`config.mk`:
```
export PLATFORM = sky130hd
export DESIGN_NAME = lmc_queue
export DESIGN_NICKNAME = d
export VERILOG_FILES = /design/src/hdl/lmc_queue.sv
export SDC_FILE = /design/constraint.sdc
export NUM_CORES = 1
export LEC_CHECK = 0
export BUFFER_PORTS_ARGS = -buffer_cell sky130_fd_sc_hd__buf_4
export CELL_PAD_IN_SITES_DETAIL_PLACEMENT = 1
export CELL_PAD_IN_SITES_GLOBAL_PLACEMENT = 2
export CORE_UTILIZATION = 45
export DETAILED_ROUTE_END_ITERATION = 7
export HOLD_SLACK_MARGIN = 0.1
export PLACE_DENSITY_LB_ADDON = 0.1
export SYNTH_ARGS = -nofsm -noshare
export SYNTH_HDL_FRONTEND = slang
export SYNTH_SLANG_ARGS = --single-unit
```
`constraint.sdc`:
```
create_clock -name clock -period 3.9 [get_ports clock]
set_input_delay 0.78 -clock clock [delete_from_list [all_inputs] [get_ports clock]]
set_output_delay 0.78 -clock clock [all_outputs]
set_load 0.01 [all_outputs]
```
`src/hdl/lmc_queue.sv`:
```
module lmc_queue #(
   parameter int WIDTH = 98,
   parameter int DEPTH = 4
) (
   input  logic                       clock,
   input  logic                       reset,
   input  logic                       push,
   input  logic [WIDTH-1:0]           wr_data,
   input  logic                       pop,
   output logic                       rd_valid,
   output logic [WIDTH-1:0]           rd_data,
   output logic [$clog2(DEPTH+1)-1:0] level
);

   localparam int PTR_W = (DEPTH > 1) ? $clog2(DEPTH) : 1;
   localparam int LVL_W = $clog2(DEPTH+1);

   logic [WIDTH-1:0] entry_ff [DEPTH];
   logic [PTR_W-1:0] wr_ptr_ff, wr_ptr_in;
   logic [PTR_W-1:0] rd_ptr_ff, rd_ptr_in;
   logic [LVL_W-1:0] level_ff, level_in;

   always_comb begin
      wr_ptr_in = wr_ptr_ff;
      rd_ptr_in = rd_ptr_ff;
      level_in  = level_ff;
      if (push) begin
         wr_ptr_in = (wr_ptr_ff == PTR_W'(DEPTH-1)) ? '0 : wr_ptr_ff + PTR_W'(1);
      end
      if (pop) begin
         rd_ptr_in = (rd_ptr_ff == PTR_W'(DEPTH-1)) ? '0 : rd_ptr_ff + PTR_W'(1);
      end
      if (push && !pop) begin
         level_in = level_ff + LVL_W'(1);
      end else if (pop && !push) begin
         level_in = level_ff - LVL_W'(1);
      end
   end

   always_ff @(posedge clock) begin
      if (reset) begin
         wr_ptr_ff <= '0;
         rd_ptr_ff <= '0;
         level_ff  <= '0;
      end else begin
         wr_ptr_ff <= wr_ptr_in;
         rd_ptr_ff <= rd_ptr_in;
         level_ff  <= level_in;
      end
   end

   always_ff @(posedge clock) begin
      if (push) begin
         entry_ff[wr_ptr_ff] <= wr_data;
      end
   end

   assign rd_valid = (level_ff != '0);
   assign rd_data  = entry_ff[rd_ptr_ff];
   assign level    = level_ff;

endmodule

```
==> results of run 1 <==
power groups by stage:
stage / Combinational (uW) / Sequential (uW) / Clock (uW)
2_1_floorplan: 460 / 5080 / 0
3_3_place_gp: 902 / 5090 / 0
3_5_place_dp: 924 / 5100 / 0
4_1_cts: 929 / 5010 / 4020
5_1_grt: 974 / 5020 / 4160
6_report: 902 / 5010 / 3910
cells by family after synthesis:
group / after synthesis
DFF: 401
muxes: 102
buffers and inverters: 26
and+or+nand+nor: 14
adders and majority gates: 7
AOI/OAI and AO/OA: 3
xor gates and xnor gates: 2
cells in the mapped netlist:
master | instances | area share (%)
edfxtp_1 | 392 | 81
mux4_2 | 98 | 15
buf_2 | 11 | 0.38
dfxtp_1 | 9 | 1.2
clkbuf_1 | 7 | 0.18
nor2_1 | 7 | 0.18
ha_1 | 6 | 0.52
and2_1 | 4 | 0.17
inv_1 | 4 | 0.10
mux2i_1 | 4 | 0.28
buf_8 | 3 | 0.31
a21oi_1 | 2 | 0.069
or3_1 | 2 | 0.086
xor2_1 | 2 | 0.12
buf_6 | 1 | 0.077
fa_1 | 1 | 0.14
nor3b_1 | 1 | 0.052
o21ai_0 | 1 | 0.034
cell type report:
class,count,area share [%]
tap,402,2.80
clock buffer,50,6.13
multi-input combinational,128,13.7
sequential,401,66.5
inverter,4,0.0834
clock inverter,20,1.40
timing repair buffer,217,9.47
critical path, delay by kind of cell (launching register included):
| family | cells | cell delay, ns |
|---|---|---|
| buffers and inverters | 2 | 0.52 |
| DFF | 1 | 0.59 |
| muxes | 1 | 0.59 |
final timing paths:
path                            slack (ns)               to         start  cells past startpoint
worst max-delay path                  0.84      rd_data[95]          flop                      3
worst min-delay path                  0.46  entry_ff[3][13]   wr_data[13]                      1
worst max register to register        1.88   entry_ff[1][3]  wr_ptr_ff[1]                      4
worst min register to register        0.55         level[2]      level[2]                      2
through the flow:
step / hold WS, ns / power [uW] / setup slack (ns) / cells / util, %
5_1_grt: 0.434 / 10200 / 0.681 / 1222 / 56.7
3_3_place_gp: 0.480 / 5990 / 1.33 / 1152 / 52.5
4_1_cts: 0.433 / 9960 / 0.746 / 1222 / 56.7
2_1_floorplan: 0.492 / 5540 / 0.388 / 555 / -
3_5_place_dp: 0.541 / 6030 / 1.32 / 1152 / 52.5
6_report: 0.456 / 9820 / 0.841 / 1222 / 56.7
metal layers:
metal / track usage, % / vias up
li1: - / 2858
met1: 22.5 / 3376
met2: 30.3 / 193
met3: 5.46 / 43
met4: 4.27 / 0
met5: 0 / -
state kept, by name (all words and copies together), names as in the netlist, named ones only:
| signal | count |
|---|---|
| entry_ff | 392 |
| level | 3 |
| rd_ptr_ff | 2 |
| wr_ptr_ff | 2 |
==> results.py, run 1 <==
metrics = {
    "final_layout": {
        "area_delta_synth_final_pct": 23.7,
        "multi_input_area_mm2": 0.00246,
        "nets": 903,
        "layout_common_cells": "edfxtp_1, buf_4, mux4_2, clkbuf_16",
        "fill_cells": 2677,
        "layout-drive-gt1-share_pct": 46.2,
        "layout_commonest_cell": "edfxtp_1",
        "diodes": 0,
        "fin_area_mm2": 0.0180,
        "ff_latch_area_mm2": 0.0120,
    },
    "synthesis": {
        "synth_xor_area_share_pct": 0.120,
        "syn_inst": 555,
        "yosys.area_share.simple_pct": 0.490,
        "synth_seq_cells": 401,
        "synth_area_mm2": 0.0146,
        "synth_top_family_by_area": "multiplexers",
        "synth.distinct_cells": 18,
        "synthAdderAreaFrac_pct": 0.654,
        "synth_fp_nets": 664,
        "synth.avg_cell_area_um2": 26.2,
        "yosysWarnings": 0,
        "synth.area.mux_share_pct": 15.4,
        "synth_compound_area_share_pct": 0.103,
        "synth-seq-area-share_pct": 82.1,
    },
    "route": {
        "drtIter0Drc": 442,
        "wirelength_met1_um": 11600,
        "drc": 0,
        "wire_per_inst_um": 23.5,
        "routed_wl_um": 28700,
        "vias": 6470,
        "dr.pass1.iters": 4,
        "wl_met2_um": 14500,
        "ant_nets": 0,
        "vias_per_cell": 5.29,
        "routed.top_layer": "met4",
        "dr_wl_met3_um": 2130,
    },
    "timing": {
        "slew_headroom_pct": 48.9,
        "finalMaxSlewViolations": 0,
        "setup_tns_ns": 0,
        "fin_crit_sh_pct": 78.4,
        "fin_crit_ns": 3.06,
        "finalSetupViolCount": 0,
        "skew_ns": 0.0136,
        "hold_viol_final": 0,
        "worst_pin_slew_ns": 0.766,
        "fmax_mhz": 327,
        "rsz0062_at_grt": "no",
    },
    "global_routing": {
        "gr-total-overflow": 0,
        "first_global_vias": 7280,
        "antenna_found_initial": 0,
        "track_usage_pct": 17.9,
        "grt_pass1_wl_um": 43700,
        "grt_max_degree": 73,
    },
    "clocking": {
        "cts_sinks": 401,
        "cts_setup_buffers": 0,
        "cts_root_buffer": "clkbuf_16",
        "numCtsBuffers": 42,
        "worstSkewPairLatency_ns": 0.52,
        "cts.path.max_buffers": 3,
        "clk_pin_slew_ns": 0.06,
        "cts.repair.resized": 0,
        "ctsHoldBuffers": 0,
        "htreeDepth": 2,
        "tritoncts": "yes",
    },
    "power": {
        "p_switching_uw": 2010,
        "clkPwrFrac_pct": 39.8,
        "comb_power_share_pct": 9.2,
        "power.density_mw_per_mm2": 546,
        "switching_share_pct": 20.5,
        "p_int_uw": 7810,
        "pwr-share-seq_pct": 51.0,
        "peakVddDrop_mv": 0.306,
        "leakage_uw": 0.00608,
    },
    "worst_setup_path": {
        "end_kind": "primary output",
        "max_stage_delay_ns": 0.59,
        "cp_cell_sequence": "buf_12 -> mux4_2 -> buf_4",
        "critPathMaxFanout": 41,
        "critPathKind": "flop to primary output",
        "crit_required_ns": 3.12,
        "crit_slowest_cell": "dfxtp_4",
        "arrival_ns": 2.28,
        "crit_path_start_kind": "flop",
    },
    "floorplanning": {
        "start_util_pct": 45.9,
        "die_h_um": 182,
        "dieArea_mm2": 0.0331,
        "io_pins": 204,
        "rows": 65,
        "die_x_um": 182,
        "core_area_mm2": 0.0317,
    },
    "place": {
        "gp_congestion": 0.696,
        "portBuffers": 203,
        "dp_hpwl_um": 17500,
        "dpl-instance-area_mm2": 0.0166,
    },
    "run_status": {
        "outcome": "complete, no violations",
    },
    "worst_hold_path": {
        "hp-class": "primary input to flop",
    },
    "flow_run": {
        "drv_cap": 0,
    },
}
Power figures use the tool's default switching activity.
==> inputs of run 2 (changes only) <==
clock period = 2.9 ns   (was 3.9 ns; I/O delays follow)
==> run 2 against run 1 <==
Net effect: die area unchanged; cell area increased by 0.44%; non-clock buffer count increased by 2; highest routed layer is now met5.
==> results.py, run 2 (same netlist as run 1, synthesis figures left out) <==
metrics = {
    "clocking": {
        "tritoncts": "yes",
        "worstSkewPairLatency_ns": 0.52,
        "cts_sinks": 401,
        "cts_setup_buffers": 0,
        "cts.path.max_buffers": 3,
        "clk_pin_slew_ns": 0.06,
        "cts_root_buffer": "clkbuf_16",
        "ctsHoldBuffers": 0,
        "htreeDepth": 2,
        "numCtsBuffers": 43,
        "cts.repair.resized": 0,
    },
    "route": {
        "drc": 0,
        "dr.pass1.iters": 4,
        "wire_per_inst_um": 23.4,
        "ant_nets": 0,
        "routed_wl_um": 28700,
        "vias": 6520,
        "vias_per_cell": 5.31,
        "drtIter0Drc": 302,
    },
    "global_routing": {
        "grt_max_degree": 55,
        "antenna_found_initial": 2,
        "use_met3_pct": 5.72,
        "gr-total-overflow": 0,
        "use_met2_pct": 30.7,
        "track_usage_pct": 17.7,
        "grt_use_met1_pct": 21.4,
        "first_global_vias": 7278,
        "grt_pass1_wl_um": 43200,
        "top_usage_layer": "met2",
    },
    "worst_setup_path": {
        "cp.depth": 3,
        "critPathKind": "flop to primary output",
        "crit_path_start_kind": "flop",
        "cp_cell_sequence": "buf_4 -> mux4_2 -> buf_4",
        "crit_slowest_cell": "dfxtp_4",
        "crit_required_ns": 2.32,
        "crit_family": "flip-flops",
        "max_stage_delay_ns": 0.70,
        "crit_top_cell": "buf_4",
        "worst-r2r-cell-count": 4,
        "critPathMaxFanout": 29,
        "arrival_ns": 2.15,
        "path_buf_inv": 2,
        "end_kind": "primary output",
    },
    "timing": {
        "worst_pin_slew_ns": 0.545,
        "hold_viol_final": 0,
        "fin_crit_ns": 2.73,
        "worst_slack_ns": 0.167,
        "slew_headroom_pct": 63.6,
        "finalMaxSlewViolations": 0,
        "skew_ns": 0.0172,
        "finalSetupViolCount": 0,
        "rsz0062_at_grt": "no",
        "fin_crit_sh_pct": 94.2,
        "setup_tns_ns": 0,
        "fmax_mhz": 366,
    },
    "place": {
        "gp_congestion": 0.696,
        "dp_hpwl_um": 17700,
        "portBuffers": 203,
        "place_ws_ns": 0.678,
    },
    "worst_hold_path": {
        "worstHoldPathCells": 1,
        "hp-class": "primary input to flop",
    },
    "final_layout": {
        "nets": 906,
        "area_delta_synth_final_pct": 24.2,
        "layout-drive-gt1-share_pct": 46.0,
        "regMostFlops": "entry_ff",
        "layout_common_cells": "edfxtp_1, buf_4, mux4_2, clkbuf_16, clkbuf_1",
        "layout_commonest_cell": "edfxtp_1",
        "largest_register_ffs": 392,
    },
    "run_status": {
        "outcome": "complete, no violations",
    },
    "floorplanning": {
        "core_area_mm2": 0.0317,
        "die_x_um": 182,
        "dieArea_mm2": 0.0331,
        "start_util_pct": 45.9,
        "rows": 65,
        "die_h_um": 182,
        "io_pins": 204,
    },
    "power": {
        "leakage_uw": 0.00611,
        "power.density_mw_per_mm2": 730,
        "peakVddDrop_mv": 0.464,
    },
    "flow_run": {
        "drv_cap": 0,
    },
}
run 2: cell types whose count changed in the layout (fill, tap and decap cells not counted):
| cell | before | now |
|---|---|---|
| clkbuf_1 | 7 | 13 |
| clkinv_2 | 6 | 7 |
| clkbuf_16 | 43 | 45 |
| buf_12 | 6 | 11 |
| buf_4 | 211 | 208 |
| diode_2 | 0 | 1 |
| inv_6 | 1 | 0 |
| clkinvlp_4 | 2 | 0 |
| clkinv_4 | 0 | 1 |
| bufinv_16 | 6 | 4 |
| clkinv_1 | 5 | 4 |
run 2: area by class of cell:
type | instances | area (um^2)
inverters | 4 | 15.0
clock inverters | 16 | 179
repair buffers | 219 | 1780
well taps | 402 | 503
multi-input cells | 128 | 2460
diodes | 1 | 2.50
fillers | 2688 | 13600
clock buffers | 58 | 1170
flip-flops and latches | 401 | 12000
run 2: final timing paths:
check / start / end / slack [ns]
min: wr_data[19] / entry_ff[1][19] / 0.25
max reg2reg: wr_ptr_ff[0] / entry_ff[2][0] / 1.09
max: flop / rd_data[9] / 0.17
min reg2reg: level[2] / level[2] / 0.52
run 2: per-stage QoR:
stage | std cells | hold slack (ns) | utilization, % | power [uW] | cell area (um^2)
after detailed placement | 1154 | 0.514 | 52.7 | 8110 | 16700
after CTS | 1228 | 0.224 | 57.0 | 13400 | 18100
after global routing | 1228 | 0.233 | 57.0 | 13600 | 18100
final | 1229 | 0.252 | 57.0 | 13200 | 18100
after floorplan | 555 | 0.492 | - | 7440 | 14600
after global placement | 1154 | 0.481 | 52.7 | 8070 | 16700
run 2: metal layers:
| layer | up-vias | share of wire, % |
|---|---|---|
| met5 | - | 0.045 |
| met2 | 166 | 52 |
| met1 | 3444 | 39 |
| met4 | 2 | 1.7 |
| met3 | 38 | 7.2 |
| li1 | 2870 | - |
run 2: where the power goes:
part | internal (uW) | switching [uW] | leakage (uW)
sequential | 6640 | 79.0 | 0.00368
clock | 3180 | 2040 | 0.000664
combinational | 639 | 598 | 0.00177
total | 10500 | 2720 | 0.00611
==> inputs of run 3 (changes only) <==
MAX_ROUTING_LAYER = met4   (was not set)
==> run 3 against run 2 <==
Net effect: count of clock-buffer cells in the layout unchanged; first-iteration DRC count decreased by 7.0%; register-to-register slack about the same; critical path depth is the same; via count decreased by 0.20%; sequential share of layout area barely moved; worst hold slack about the same; critical endpoint unchanged.
==> results.py, run 3 (same netlist as run 1, synthesis figures left out) <==
metrics = {
    "run_status": {
        "outcome": "complete, no violations",
    },
    "worst_setup_path": {
        "end_kind": "primary output",
        "critPathMaxFanout": 29,
        "reg2reg_slack_ns": 1.09,
        "crit_required_ns": 2.32,
        "worstSetupEndpoint": "rd_data[9]",
        "worst-r2r-cell-count": 4,
        "arrival_ns": 2.15,
        "r2r_end": "entry_ff[2][0]",
        "critPathKind": "flop to primary output",
        "crit_path_start_kind": "flop",
        "rr_startpoint": "wr_ptr_ff[0]",
    },
    "clocking": {
        "cts.repair.resized": 0,
        "tritoncts": "yes",
        "worstSkewPairLatency_ns": 0.52,
        "cts.path.max_buffers": 3,
        "cts_sinks": 401,
        "cts_setup_buffers": 0,
        "htreeDepth": 2,
        "clk_pin_slew_ns": 0.06,
        "numCtsBuffers": 43,
        "cts_root_buffer": "clkbuf_16",
        "ctsHoldBuffers": 0,
    },
    "route": {
        "ant_nets": 0,
        "vias": 6507,
        "drc": 0,
        "wire_per_inst_um": 23.3,
        "vias_per_cell": 5.29,
        "routed_wl_um": 28700,
        "dr.pass1.iters": 4,
        "drtIter0Drc": 281,
    },
    "final_layout": {
        "layout_commonest_cell": "edfxtp_1",
        "finalNonFillerCells": 1230,
        "layout_common_cells": "edfxtp_1, buf_4, mux4_2, clkbuf_16, clkbuf_1",
        "fill_cells": 2687,
        "layout-drive-gt1-share_pct": 46.0,
        "regMostFlops": "entry_ff",
        "nets": 906,
        "largest_register_ffs": 392,
        "utilization_pct": 57.0,
        "area_delta_synth_final_pct": 24.2,
    },
    "floorplanning": {
        "dieArea_mm2": 0.0331,
        "core_area_mm2": 0.0317,
        "rows": 65,
        "start_util_pct": 45.9,
        "die_h_um": 182,
        "io_pins": 204,
        "die_x_um": 182,
    },
    "timing": {
        "holdWs_ns": 0.252,
        "skew_ns": 0.0175,
        "slew_headroom_pct": 63.7,
        "fmax_mhz": 366,
        "fin_crit_sh_pct": 94.1,
        "finalSetupViolCount": 0,
        "setup_tns_ns": 0,
        "fin_crit_ns": 2.73,
        "rsz0062_at_grt": "no",
        "finalMaxSlewViolations": 0,
        "worst_pin_slew_ns": 0.544,
        "hold_viol_final": 0,
    },
    "power": {
        "peakVddDrop_mv": 0.463,
        "power.density_mw_per_mm2": 729,
        "power_uw": 13200,
        "leakage_uw": 0.00611,
    },
    "global_routing": {
        "first_global_vias": 7258,
        "grt_max_degree": 55,
        "grt_pass1_wl_um": 43200,
        "antenna_found_initial": 2,
        "gr-total-overflow": 0,
        "track_usage_pct": 18.2,
    },
    "place": {
        "dp_cells": 1154,
        "dp_hpwl_um": 17700,
        "portBuffers": 203,
        "gp_congestion": 0.703,
    },
    "flow_run": {
        "drv_cap": 0,
    },
    "worst_hold_path": {
        "hp-class": "primary input to flop",
    },
}
run 3: layout make-up:
class	count	area, um^2	area share [%]
flip-flops and latches	401	12000	66.2
multi-input cells	128	2460	13.6
repair buffers	219	1780	9.86
clock buffers	58	1170	6.50
well taps	402	503	2.78
clock inverters	16	179	0.990
inverters	4	15.0	0.0831
diodes	2	5.00	0.0277
run 3: power by group:
part           internal, uW  switching, uW
clock                  3180           2040
sequential             6640           78.9
combinational           639            598
total                 10500           2720
run 3: per-layer routing:
metal | vias up | GRT usage [%] | routed length [um]
met5 | - | - | 0
met4 | 0 | 4.64 | 494
met3 | 37 | 5.58 | 2120
met2 | 186 | 30.6 | 14800
met1 | 3414 | 21.4 | 11300
li1 | 2870 | - | -
run 3: through the flow:
stage	setup WS, ns	instance area (um^2)
6_report	0.171	18100
5_1_grt	0.0945	18100
4_1_cts	0.106	18100
3_5_place_dp	0.678	16700
3_3_place_gp	0.700	16700
2_1_floorplan	0.666	14600
run 3: how the worst min path moves through the flow:
stage	from	end	slack [ns]	depth (start not counted)
4_1_cts	wr_data[47]	entry_ff[3][47]	0.22	1
3_3_place_gp	level[2]	level[2]	0.48	2
5_1_grt	wr_data[47]	entry_ff[2][47]	0.23	1
6_report	wr_data[19]	entry_ff[2][19]	0.25	1
3_5_place_dp	level[2]	level[2]	0.51	2
2_1_floorplan	rd_ptr_ff[1]	flop	0.49	2
run 3: critical path, stage by stage, from the launching register on:
cell     delay [ns]
dfxtp_4        0.70
buf_4          0.38
mux4_2         0.36
buf_4          0.16
