$ cat config.mk
export PLATFORM = sky130hd
export DESIGN_NAME = lmc_back
export DESIGN_NICKNAME = d
export VERILOG_FILES = /design/src/hdl/lmc_pkg.sv /design/src/hdl/lmc_back.sv
export SDC_FILE = /design/constraint.sdc
export NUM_CORES = 1
export LEC_CHECK = 0
export ABC_AREA = 1
export BUFFER_PORTS_ARGS = -buffer_cell sky130_fd_sc_hd__buf_2
export CORE_UTILIZATION = 55
export DETAILED_ROUTE_END_ITERATION = 7
export PLACE_DENSITY_LB_ADDON = 0.1
export SETUP_SLACK_MARGIN = 0.4
export SYNTH_ARGS = -nofsm -noshare
export SYNTH_HDL_FRONTEND = slang
export SYNTH_SLANG_ARGS = --single-unit
$ cat constraint.sdc
create_clock -name clock -period 6.5 [get_ports clock]
set_clock_uncertainty 0.15 [all_clocks]
set_input_delay 1.3 -clock clock [delete_from_list [all_inputs] [get_ports clock]]
set_output_delay 1.3 -clock clock [all_outputs]
set_load 0.005 [all_outputs]
$ cat src/hdl/lmc_pkg.sv
package lmc_pkg;

   localparam int CFG_W       = 11;
   localparam int CSR_IDX_W   = 2;
   localparam int COUNT_W     = 20;
   localparam int QUEUE_DEPTH = 4;

   localparam logic [CSR_IDX_W-1:0] CSR_NUM_ROWS = 2'd0;
   localparam logic [CSR_IDX_W-1:0] CSR_NUM_COLS = 2'd1;

   localparam logic [CFG_W-1:0]   CFG_RESET = 11'd3;
   localparam logic [COUNT_W-1:0] COUNT_MAX = 20'hFFFFF;

   // judge: item closes a window whose center is an interior candidate
   // frame_end: last item of the frame
   typedef struct packed {
      logic judge;
      logic frame_end;
   } lmc_flags_type;

   localparam int FLAGS_W = $bits(lmc_flags_type);

endpackage

$ cat src/hdl/lmc_back.sv
module lmc_back #(
   parameter int VALUE_WIDTH = 32
) (
   input  logic                                          clock,
   input  logic                                          reset,
   input  logic                                          restart,
   input  logic                                          q_valid,
   input  logic [3*VALUE_WIDTH+lmc_pkg::FLAGS_W-1:0]     q_data,
   output logic                                          pop,
   output logic                                          rsp_valid,
   input  logic                                          rsp_stall,
   output logic [lmc_pkg::COUNT_W-1:0]                   rsp_maxima_count
);

   import lmc_pkg::*;

   localparam int ENTRY_W = 3*VALUE_WIDTH + FLAGS_W;

   lmc_flags_type          e_flags;
   logic [VALUE_WIDTH-1:0] e_pixel;
   logic [VALUE_WIDTH-1:0] e_mid;
   logic [VALUE_WIDTH-1:0] e_up;
   logic [VALUE_WIDTH-1:0] mid1_ff;
   logic [VALUE_WIDTH-1:0] mid2_ff;
   logic [VALUE_WIDTH-1:0] up1_ff;
   logic [VALUE_WIDTH-1:0] pix1_ff;
   logic [COUNT_W-1:0]     count_ff;
   logic [COUNT_W-1:0]     count_in;
   logic [COUNT_W-1:0]     rsp_count_ff;
   logic                   rsp_valid_ff;
   logic                   hit;

   assign e_flags = lmc_flags_type'(q_data[ENTRY_W-1 -: FLAGS_W]);
   assign e_pixel = q_data[3*VALUE_WIDTH-1 -: VALUE_WIDTH];
   assign e_mid   = q_data[2*VALUE_WIDTH-1 -: VALUE_WIDTH];
   assign e_up    = q_data[VALUE_WIDTH-1:0];

   // center is mid1: up, down, left and right around it
   assign hit = e_flags.judge
             && ($signed(mid1_ff) > $signed(up1_ff))
             && ($signed(mid1_ff) > $signed(pix1_ff))
             && ($signed(mid1_ff) > $signed(mid2_ff))
             && ($signed(mid1_ff) > $signed(e_mid));

   assign count_in = (hit && count_ff != COUNT_MAX) ? count_ff + COUNT_W'(1) : count_ff;

   assign pop = q_valid && (!e_flags.frame_end || !rsp_valid_ff || !rsp_stall);

   always_ff @(posedge clock) begin
      if (reset) begin
         count_ff     <= '0;
         rsp_valid_ff <= 1'b0;
      end else begin
         if (restart) begin
            count_ff <= '0;
         end else if (pop) begin
            count_ff <= e_flags.frame_end ? '0 : count_in;
         end
         if (pop && e_flags.frame_end) begin
            rsp_valid_ff <= 1'b1;
         end else if (!rsp_stall) begin
            rsp_valid_ff <= 1'b0;
         end
      end
   end

   always_ff @(posedge clock) begin
      if (pop) begin
         mid2_ff <= mid1_ff;
         mid1_ff <= e_mid;
         up1_ff  <= e_up;
         pix1_ff <= e_pixel;
      end
      if (pop && e_flags.frame_end) begin
         rsp_count_ff <= count_in;
      end
   end

   assign rsp_valid        = rsp_valid_ff;
   assign rsp_maxima_count = rsp_count_ff;

endmodule

==> results.ini, run 1 <==
[pwr]
vdd_drop_max_v = 0.0001923
p_leak_nw = 5.317
power.density_nw_per_um2 = 239.6

[logic_synthesis]
synthFlopType = edfxtp_1
synth.distinct_cells = 37
syn_inst = 983
synthesis.area_um2 = 9594
synthArstFlopShare = 0
synthTopCellsByArea = edfxtp_1 (46%), ha_1 (17%), nand2_1 (8.8%)
synth.most_common_cell = nand2_1
synth_largest_area_cell = edfxtp_1
syn_nets = 1215
synth_top_area_share = 0.4632
avgSynthCellArea_um2 = 9.760
synth_top_cells_by_count = nand2_1 (225), inv_1 (189), edfxtp_1 (148)
synth_edf_count = 148
synth_seq_cells = 169
ys_seq_area_frac = 0.5070
yosysWarnings = 0

[global_route]
antenna_found_initial = 0
grt_pass1_vias = 6609
track_usage = 0.2249
grt_pass1_wl_um = 31040
grt_max_degree = 76
overflow = 0

[clock_network]
clock-sinks = 169
htree_num_levels = 4
clk_path_buf_depth = 2
cts_hold_buf = 0
clockRootBuffer = clkbuf_16
numCtsBuffers = 17
clk_pin_slew_ns = 0.07
cts_tree = done
clock_latency_ns = 0.43
cts_setup_buffers = 0
post_cts_resized = 0

[floorplanning]
die_h_um = 134.1
core_area_um2 = 16820
ioPinCount = 125
std_cell_rows = 47
die-width_um = 134.1
start_util = 0.5705
dieArea_um2 = 17980

[sta]
rsz0062_at_grt = false
finalCritPeriodShare = 0.6326
slew_headroom = 0.3766
drv_slew = 0
fmax_mhz = 243.2
setup_tns_ns = 0
setup_viol_count_final = 0
hold_viol_final = 0
fin_crit_ns = 4.112
worstMarginPinSlew_ns = 0.9351

[cells_and_area]
fin_nets = 1348
multiInputGateArea_um2 = 3935
num_antenna_cells = 0
final_cell_count_no_fill = 1349
area_growth_pct = 15.36
fillers = 1392
register_area_um2 = 4865
drive_gt1_frac = 0.1621

[route]
detail-route-antenna-nets = 0
vias = 6785
routedWlPerCell_um = 13.91
vias_per_cell = 5.030
dr.pass1.iters = 5
remaining_drc_errors = 0
drt_iter0_drc = 384
drt_wl_total_um = 18770

[critical_path]
worstSetupPathType = input port to output port
crit_path_top_delay_cell = inv_4
cpMostUsedCell = buf_2
crit_path_end_kind = output port
path_buf_inv = 4
cp_max_fo = 75
path_cells = buf_2 -> nand2_1 -> o21ai_1 -> buf_4 -> inv_4 -> buf_2
start_kind = input port
critPathArrivalTime_ns = 2.66
cpLargestDelayFamily = buffers and inverters
slowest_delay_ns = 0.66
crit_required_ns = 5.05

[placed_design]
dp_hpwl_um = 13720
io_buffers = 124
gp_congestion = 0.8851
placed_cells = 1317

[run]
maxCapViolCount = 0

[run_status]
outcome = finished clean

[min_path]
holdCritPathClass = register to register

metrics by stage:
| step | hold WS (ns) | setup slack [ns] | instance area, um2 | utilization | total power [mW] |
|---|---|---|---|---|---|
| after floorplan | 0.2764 | 1.019 | 9594 | - | 1.499 |
| after global placement | 0.2790 | 2.355 | 10440 | 0.6208 | 1.590 |
| after detailed placement | 0.2987 | 2.337 | 10440 | 0.6208 | 1.600 |
| after CTS | 0.3138 | 2.331 | 11070 | 0.6581 | 2.680 |
| after global routing | 0.3371 | 2.229 | 11070 | 0.6581 | 2.775 |
| final | 0.3188 | 2.388 | 11070 | 0.6581 | 2.652 |
path summary, 6_finish.rpt:
kind	startpoint	end	slack [ns]	cells after the start
worst max-delay path	rsp_stall	pop	2.39	6
worst min-delay path	mid1_ff[0]	mid2_ff[0]	0.32	0
worst max register to register	mid1_ff[11]	rsp_maxima_count[7]	3.35	13
worst min register to register	mid1_ff[0]	mid2_ff[0]	0.32	0
flip-flops by register name, summed over array words and instances (netlist names):
signal	count
mid1_ff	32
up1_ff	32
rsp_valid	1
count_ff	20
pix1_ff	32
mid2_ff	32
rsp_maxima_count	20
worst reg2reg max path, cell delays in order, from the launching register on:
cell and delay [ns]:
edfxtp_1 0.50, ha_1 0.38, a21oi_1 0.17, nand2_1 0.08, a21oi_1 0.23, nand2_1 0.09
nand2_1 0.09, nand3_1 0.07, nand2_1 0.08, inv_1 0.07, nor2_4 0.47, nand3_4 0.31
nand2_1 0.12, nand2_1 0.08
report_power, final:
part           leakage (nW)  switching (mW)  total [mW]  internal (mW)
Sequential             1.61          0.0298        1.27           1.24
Combinational          3.41           0.185       0.305          0.120
Clock                 0.306           0.454        1.08          0.621
kinds of logic after synthesis:
kind of cell,after synthesis,synth area share
AND/OR/NAND/NOR,363,0.1711
buffers and inverters,205,0.08281
flip-flops,169,0.5070
adder cells (fa/ha/maj),129,0.1682
AO/OA/AOI/OAI,105,0.05986
XOR/XNOR,12,0.01095
cell type report:
| type | count | area share |
|---|---|---|
| Tap cell | 220 | 0.02487 |
| Clock inverter | 15 | 0.01820 |
| Clock buffer | 17 | 0.03844 |
| Timing Repair Buffer | 127 | 0.05811 |
| Inverter | 192 | 0.06534 |
| Sequential cell | 169 | 0.4395 |
| Multi-Input combinational cell | 609 | 0.3555 |
cell usage in the layout (no fill, tap or decap), types with 2 or more instances in the layout:
cell / netlist / final
a21oi_1: 74 / 74
dfxtp_1: 21 / 21
xnor2_1: 2 / 2
nor2_4: 3 / 3
inv_2: 3 / 3
o21a_1: 8 / 8
nand3_2: 2 / 2
nand2_1: 225 / 225
clkbuf_16: 0 / 17
nor3_2: 5 / 5
xor2_1: 10 / 10
ha_1: 129 / 129
nand3_1: 31 / 31
edfxtp_1: 148 / 148
nand3_4: 2 / 2
o21ai_0: 12 / 11
clkinv_4: 0 / 2
buf_2: 2 / 124
nor3_1: 7 / 7
inv_1: 189 / 188
and2_1: 9 / 9
inv_8: 0 / 3
a21o_1: 4 / 4
o21ai_1: 1 / 2
inv_6: 0 / 6
buf_4: 4 / 3
bufinv_16: 0 / 3
a21oi_2: 4 / 4
nand4_1: 28 / 28
nor2_1: 44 / 44
routing by layer:
metal | wire [um] | up-vias | track usage
li1 | - | 3543 | -
met3 | 714 | 13 | 0.04762
met1 | 8753 | 3098 | 0.2929
met5 | 0 | - | 0
met2 | 9162 | 131 | 0.3820
met4 | 138 | 0 | 0.05805
Note: power is estimated with default switching activity, not from simulation.
==> run 2, diff against run 1 <==
--- a/config.mk
+++ b/config.mk
@@ -7,7 +7,7 @@
 export LEC_CHECK = 0
 export ABC_AREA = 1
 export BUFFER_PORTS_ARGS = -buffer_cell sky130_fd_sc_hd__buf_2
-export CORE_UTILIZATION = 55
+export CORE_UTILIZATION = 53
 export DETAILED_ROUTE_END_ITERATION = 7
 export PLACE_DENSITY_LB_ADDON = 0.1
 export SETUP_SLACK_MARGIN = 0.4
==> constraint.sdc (replaced) <==
create_clock -name clock -period 3.7 [get_ports clock]
set_clock_uncertainty 0.15 [all_clocks]
set_input_delay 0.74 -clock clock [delete_from_list [all_inputs] [get_ports clock]]
set_output_delay 0.74 -clock clock [all_outputs]
set_load 0.005 [all_outputs]
==> results.ini, run 2 (synthesis gave the netlist of run 1 again) <==
[placed_design]
place_area_um2 = 10490
dp_hpwl_um = 13910
gp_congestion = 0.8629
place_ws_ns = 0.3425
io_buffers = 124

[cells_and_area]
design_area_um2 = 11090
drive_gt1_frac = 0.1670
num_antenna_cells = 0
fillers = 1435
final_common_cell = nand2_1
area_growth_pct = 15.54
fin_nets = 1351
final_cell_mix = nand2_1 (224), inv_1 (187), edfxtp_1 (148)

[clock_network]
post_cts_resized = 0
cts_hold_buf = 0
clk_pin_slew_ns = 0.07
cts_tree = done
clk_path_buf_depth = 2
cts_setup_buffers = 0
htree_num_levels = 4
clockRootBuffer = clkbuf_16
clock_latency_ns = 0.44
clock-sinks = 169
numCtsBuffers = 17

[critical_path]
worstSetupPathType = register to register
crit_path_end_kind = register
critPathArrivalTime_ns = 3.08
start_kind = register
cp_max_fo = 24
crit_required_ns = 3.74

[pwr]
p_total_mw = 4.542
p_leak_nw = 5.308
power.density_nw_per_um2 = 409.7
vdd_drop_max_v = 0.0003134

[global_route]
overflow = 0
grt_max_degree = 129
grt_pass1_wl_um = 30950
track_usage = 0.2199
antenna_found_initial = 0
grt_pass1_vias = 6532

[route]
drt_wl_total_um = 19420
detail-route-antenna-nets = 0
routedWlPerCell_um = 14.31
dr.pass1.iters = 5
drt_iter0_drc = 381
vias = 6936
vias_per_cell = 5.111
remaining_drc_errors = 0

[min_path]
holdCritPathClass = register to register

[sta]
worstMarginPinSlew_ns = 0.9250
drv_slew = 0
fmax_mhz = 329.7
rsz0062_at_grt = false
hold_viol_final = 0
finalCritPeriodShare = 0.8196
slew_headroom = 0.3826
setup_viol_count_final = 0
fin_crit_ns = 3.033
setup_slack_ns = 0.6674

[floorplanning]
start_util = 0.5490
ioPinCount = 125
dieArea_um2 = 18640
die-width_um = 136.5
die_h_um = 136.5
std_cell_rows = 48
core_area_um2 = 17480

[run_status]
outcome = finished clean

[run]
maxCapViolCount = 0

[run 2: cell count changes in the layout (fill, tap and decap cells not counted), moves of 2 or more]
cell	change
inv_8	-3
clkinv_2	+2
bufinv_16	-2
buf_12	+2
clkinvlp_4	+3
[run 2: worst paths after layout]
check | slack [ns] | to | from | cells after the start
max reg2reg | 0.67 | rsp_maxima_count[12] | mid1_ff[31] | 12
min reg2reg | 0.30 | mid2_ff[0] | mid1_ff[0] | 0
min | 0.30 | mid2_ff[0] | mid1_ff[0] | 0
max | 0.67 | rsp_maxima_count[12] | mid1_ff[31] | 12
[run 2: critical path, cell delays in order, from the launching register on]
cell and delay [ns]:
edfxtp_1 0.48, ha_1 0.44, nand2_1 0.12, nor2_1 0.14, nand3_1 0.12, nor3_2 0.25
nand2_1 0.13, nand3_1 0.10, nand3_2 0.09, nor2_4 0.12, buf_4 0.28, nand4_1 0.16
and2_1 0.20
[run 2: stage by stage]
stage	hold WS, ns	TNS, ns	instances	utilization
final	0.2965	0	1357	0.6343
after global routing	0.3062	0	1357	0.6343
after CTS	0.2966	0	1355	0.6325
after detailed placement	0.2833	0	1323	0.6001
after global placement	0.2804	0	1323	0.6001
after floorplan	0.2764	-1.100	983	-
[run 2: power by group]
part | total [mW] | internal, mW | leakage (nW) | switching (mW)
clock | 1.75 | 0.939 | 0.271 | 0.806
combinational | 0.562 | 0.223 | 3.43 | 0.339
sequential | 2.23 | 2.18 | 1.61 | 0.0518
[run 2: routing by layer]
| metal | global-route usage | wire [um] |
|---|---|---|
| met1 | 0.2825 | 8872 |
| met2 | 0.3703 | 9420 |
| met3 | 0.04704 | 872 |
| met4 | 0.06790 | 257 |
| met5 | 0 | 0 |
[run 2: final cells by class]
class                   count  area, um2  share of cell area
clock inverters            15      141.4             0.01275
multi-input cells         610       3965              0.3577
flip-flops and latches    169       4865              0.4388
clock buffers              17      425.4             0.03837
well taps                 225      281.5             0.02540
repair buffers            129      683.2             0.06163
inverters                 192      724.4             0.06535
==> run 3, diff against run 2 <==
--- a/config.mk
+++ b/config.mk
@@ -5,9 +5,9 @@
 export SDC_FILE = /design/constraint.sdc
 export NUM_CORES = 1
 export LEC_CHECK = 0
-export ABC_AREA = 1
+export ABC_AREA = 0
 export BUFFER_PORTS_ARGS = -buffer_cell sky130_fd_sc_hd__buf_2
-export CORE_UTILIZATION = 53
+export CORE_UTILIZATION = 55
 export DETAILED_ROUTE_END_ITERATION = 7
 export PLACE_DENSITY_LB_ADDON = 0.1
 export SETUP_SLACK_MARGIN = 0.4
==> constraint.sdc (replaced) <==
create_clock -name clock -period 2.87 [get_ports clock]
set_clock_uncertainty 0.15 [all_clocks]
set_input_delay 0.574 -clock clock [delete_from_list [all_inputs] [get_ports clock]]
set_output_delay 0.574 -clock clock [all_outputs]
set_load 0.005 [all_outputs]
==> results.ini, run 3 <==
[critical_path]
cp-endpoint = rsp_maxima_count[10]
reg2reg_depth = 10
crit_path_top_delay_cell = or4_4
r2r_start = mid1_ff[30]
cp-startpoint = mid1_ff[30]
cp_max_fo = 13
crit_required_ns = 2.90
crit_path_end_kind = register
crit-reg2reg-capture = rsp_maxima_count[10]
start_kind = register
path_buf_inv = 1
path_cells = ha_1 -> nand4_1 -> nor4_4 -> o31a_1 -> nor3_1 -> or4_4 -> or3b_4 -> buf_6 -> or3_4 -> xnor2_1
cpLargestDelayFamily = simple AND/OR/NAND/NOR gates
path_depth = 10
worstSetupPathType = register to register
r2r_setup_slack_ns = -0.81
slowest_delay_ns = 0.50
critPathArrivalTime_ns = 3.71

[global_route]
grt_pass1_vias = 7380
grt_most_used_layer = met2
antenna_found_initial = 0
use_met3 = 0.04437
gr-usage-met1 = 0.3065
use_met2 = 0.4917
grt_pass1_wl_um = 35900
track_usage = 0.2665
grt_max_degree = 70
overflow = 0

[route]
drt_iter0_drc = 440
detail-route-antenna-nets = 0
vias_per_cell = 5.587
drt_wl_total_um = 22230
remaining_drc_errors = 0
vias = 7196
routedWlPerCell_um = 17.26
dr.pass1.iters = 5

[clock_network]
clock-sinks = 169
numCtsBuffers = 17
clk_pin_slew_ns = 0.07
cts_tree = done
htree_num_levels = 4
clock_latency_ns = 0.44
clk_path_buf_depth = 2
clockRootBuffer = clkbuf_16

[cells_and_area]
drive_gt1_frac = 0.3172
final_cell_mix = edfxtp_1 (148), inv_1 (137), buf_2 (124)
fin_nets = 1292
final_common_cell = edfxtp_1
area_growth_pct = 31.45
finish.utilization = 0.7494
num_antenna_cells = 0

[placed_design]
gp_congestion = 0.8895
dp_hpwl_um = 16270
place_ws_ns = -1.006
io_buffers = 124

[pwr]
switchingPower_mw = 1.536
p_leak_nw = 5.556
p_sw_frac = 0.2498
p_total_mw = 6.146
p_int_mw = 4.611
power.density_nw_per_um2 = 508.9
comb_power_share = 0.150
power_frac_clock = 0.384
power_frac_seq = 0.466
vdd_drop_max_v = 0.0004678

[floorplanning]
dieArea_um2 = 17230
start_util = 0.5701
core_area_um2 = 16120
die-width_um = 131.2
ioPinCount = 125
std_cell_rows = 46
die_h_um = 131.2

[logic_synthesis]
synth.distinct_cells = 60
synth_top_cells_by_count = edfxtp_1 (148), inv_1 (141), ha_1 (129)
synthTopCellsByArea = edfxtp_1 (48%), ha_1 (18%), inv_1 (5.8%)
synth_largest_area_cell = edfxtp_1
synth_seq_cells = 169
synthFlopType = edfxtp_1
avgSynthCellArea_um2 = 11.41
synth_top_area_share = 0.4837
yosysWarnings = 0
syn_nets = 1037
synth_edf_count = 148
synth.most_common_cell = edfxtp_1
ys_seq_area_frac = 0.5295
synthArstFlopShare = 0
syn_inst = 805
synthesis.area_um2 = 9188

[sta]
worstMarginPinSlew_ns = 0.5829
fin_crit_ns = 3.678
fmax_mhz = 271.9
drv_slew = 0
setup_slack_ns = -0.8077
setup_tns_ns = -26.22
slew_headroom = 0.6114
finalCritPeriodShare = 1.281
setup_viol_count_final = 40
hold_viol_final = 0
rsz0062_at_grt = true

[run_status]
violations = negative setup slack
outcome = finished with violations

[min_path]
holdCritPathClass = input port to register

[run]
maxCapViolCount = 0

## run 3: power by group through the flow
stage	logic, mW	clock network [mW]	registers, mW
final	0.923	2.36	2.87
after global routing	1.03	2.46	2.88
after CTS	0.899	2.37	2.87
after detailed placement	0.834	0	2.92
after global placement	0.781	0	2.91
after floorplan	0.436	0	2.92
## run 3: per-layer routing
metal | vias up | wire (um)
li1 | 3458 | -
met1 | 3471 | 9148
met2 | 216 | 11610
met3 | 51 | 877
met4 | 0 | 594
met5 | - | 0
## run 3: cells by family after synthesis
group,Yosys count,share of synthesized area
AND/OR/NAND/NOR,198,0.1156
flip-flops,169,0.5295
adder cells (fa/ha/maj),129,0.1757
multiplexers,5,0.005856
AO/OA/AOI/OAI,134,0.09342
XOR/XNOR,17,0.01621
buffers and inverters,153,0.06373
## run 3: worst min-delay path by stage
stage,from,to,cells after the start
2_1_floorplan,mid1_ff[0],mid2_ff[0],0
3_3_place_gp,mid1_ff[0],mid2_ff[0],0
3_5_place_dp,mid1_ff[0],mid2_ff[0],0
4_1_cts,q_data[0],up1_ff[0],1
5_1_grt,q_data[66],pix1_ff[2],1
6_report,q_data[87],pix1_ff[23],1
## run 3: cell type report
| type | instances | area (um2) |
|---|---|---|
| clock buffer | 17 | 425.4 |
| inverter | 141 | 535.5 |
| timing repair buffer | 248 | 1609 |
| tap | 216 | 270.3 |
| clock inverter | 14 | 170.2 |
| sequential | 169 | 4865 |
| multi-input combinational | 483 | 4202 |
| fill | 1099 | 4039 |
## run 3: through the flow
stage	cell area [um2]	hold slack [ns]	std cells
after detailed placement	11090	0.2997	1247
after global routing	12080	0.1449	1288
after floorplan	9428	0.2764	805
after CTS	11950	0.1471	1285
final	12080	0.1555	1288
after global placement	11090	0.2865	1247
## run 3: what timing repair did
action,4_1_cts,5_1_grt
hold buffers,0,0
buffers inserted,7,3
setup endpoints to repair,40,40
gates resized for setup,40,16
pin swaps,15,18
endpoints found under the hold margin,0,0
## run 3: worst register-to-register path, delay by kind of cell, from the launching register on
kind	cells	cell delay, ns
flops	1	0.49
compound gates	1	0.24
buf+inv	1	0.16
fa+ha+maj	1	0.35
simple gates	6	1.91
xor+xnor	1	0.13
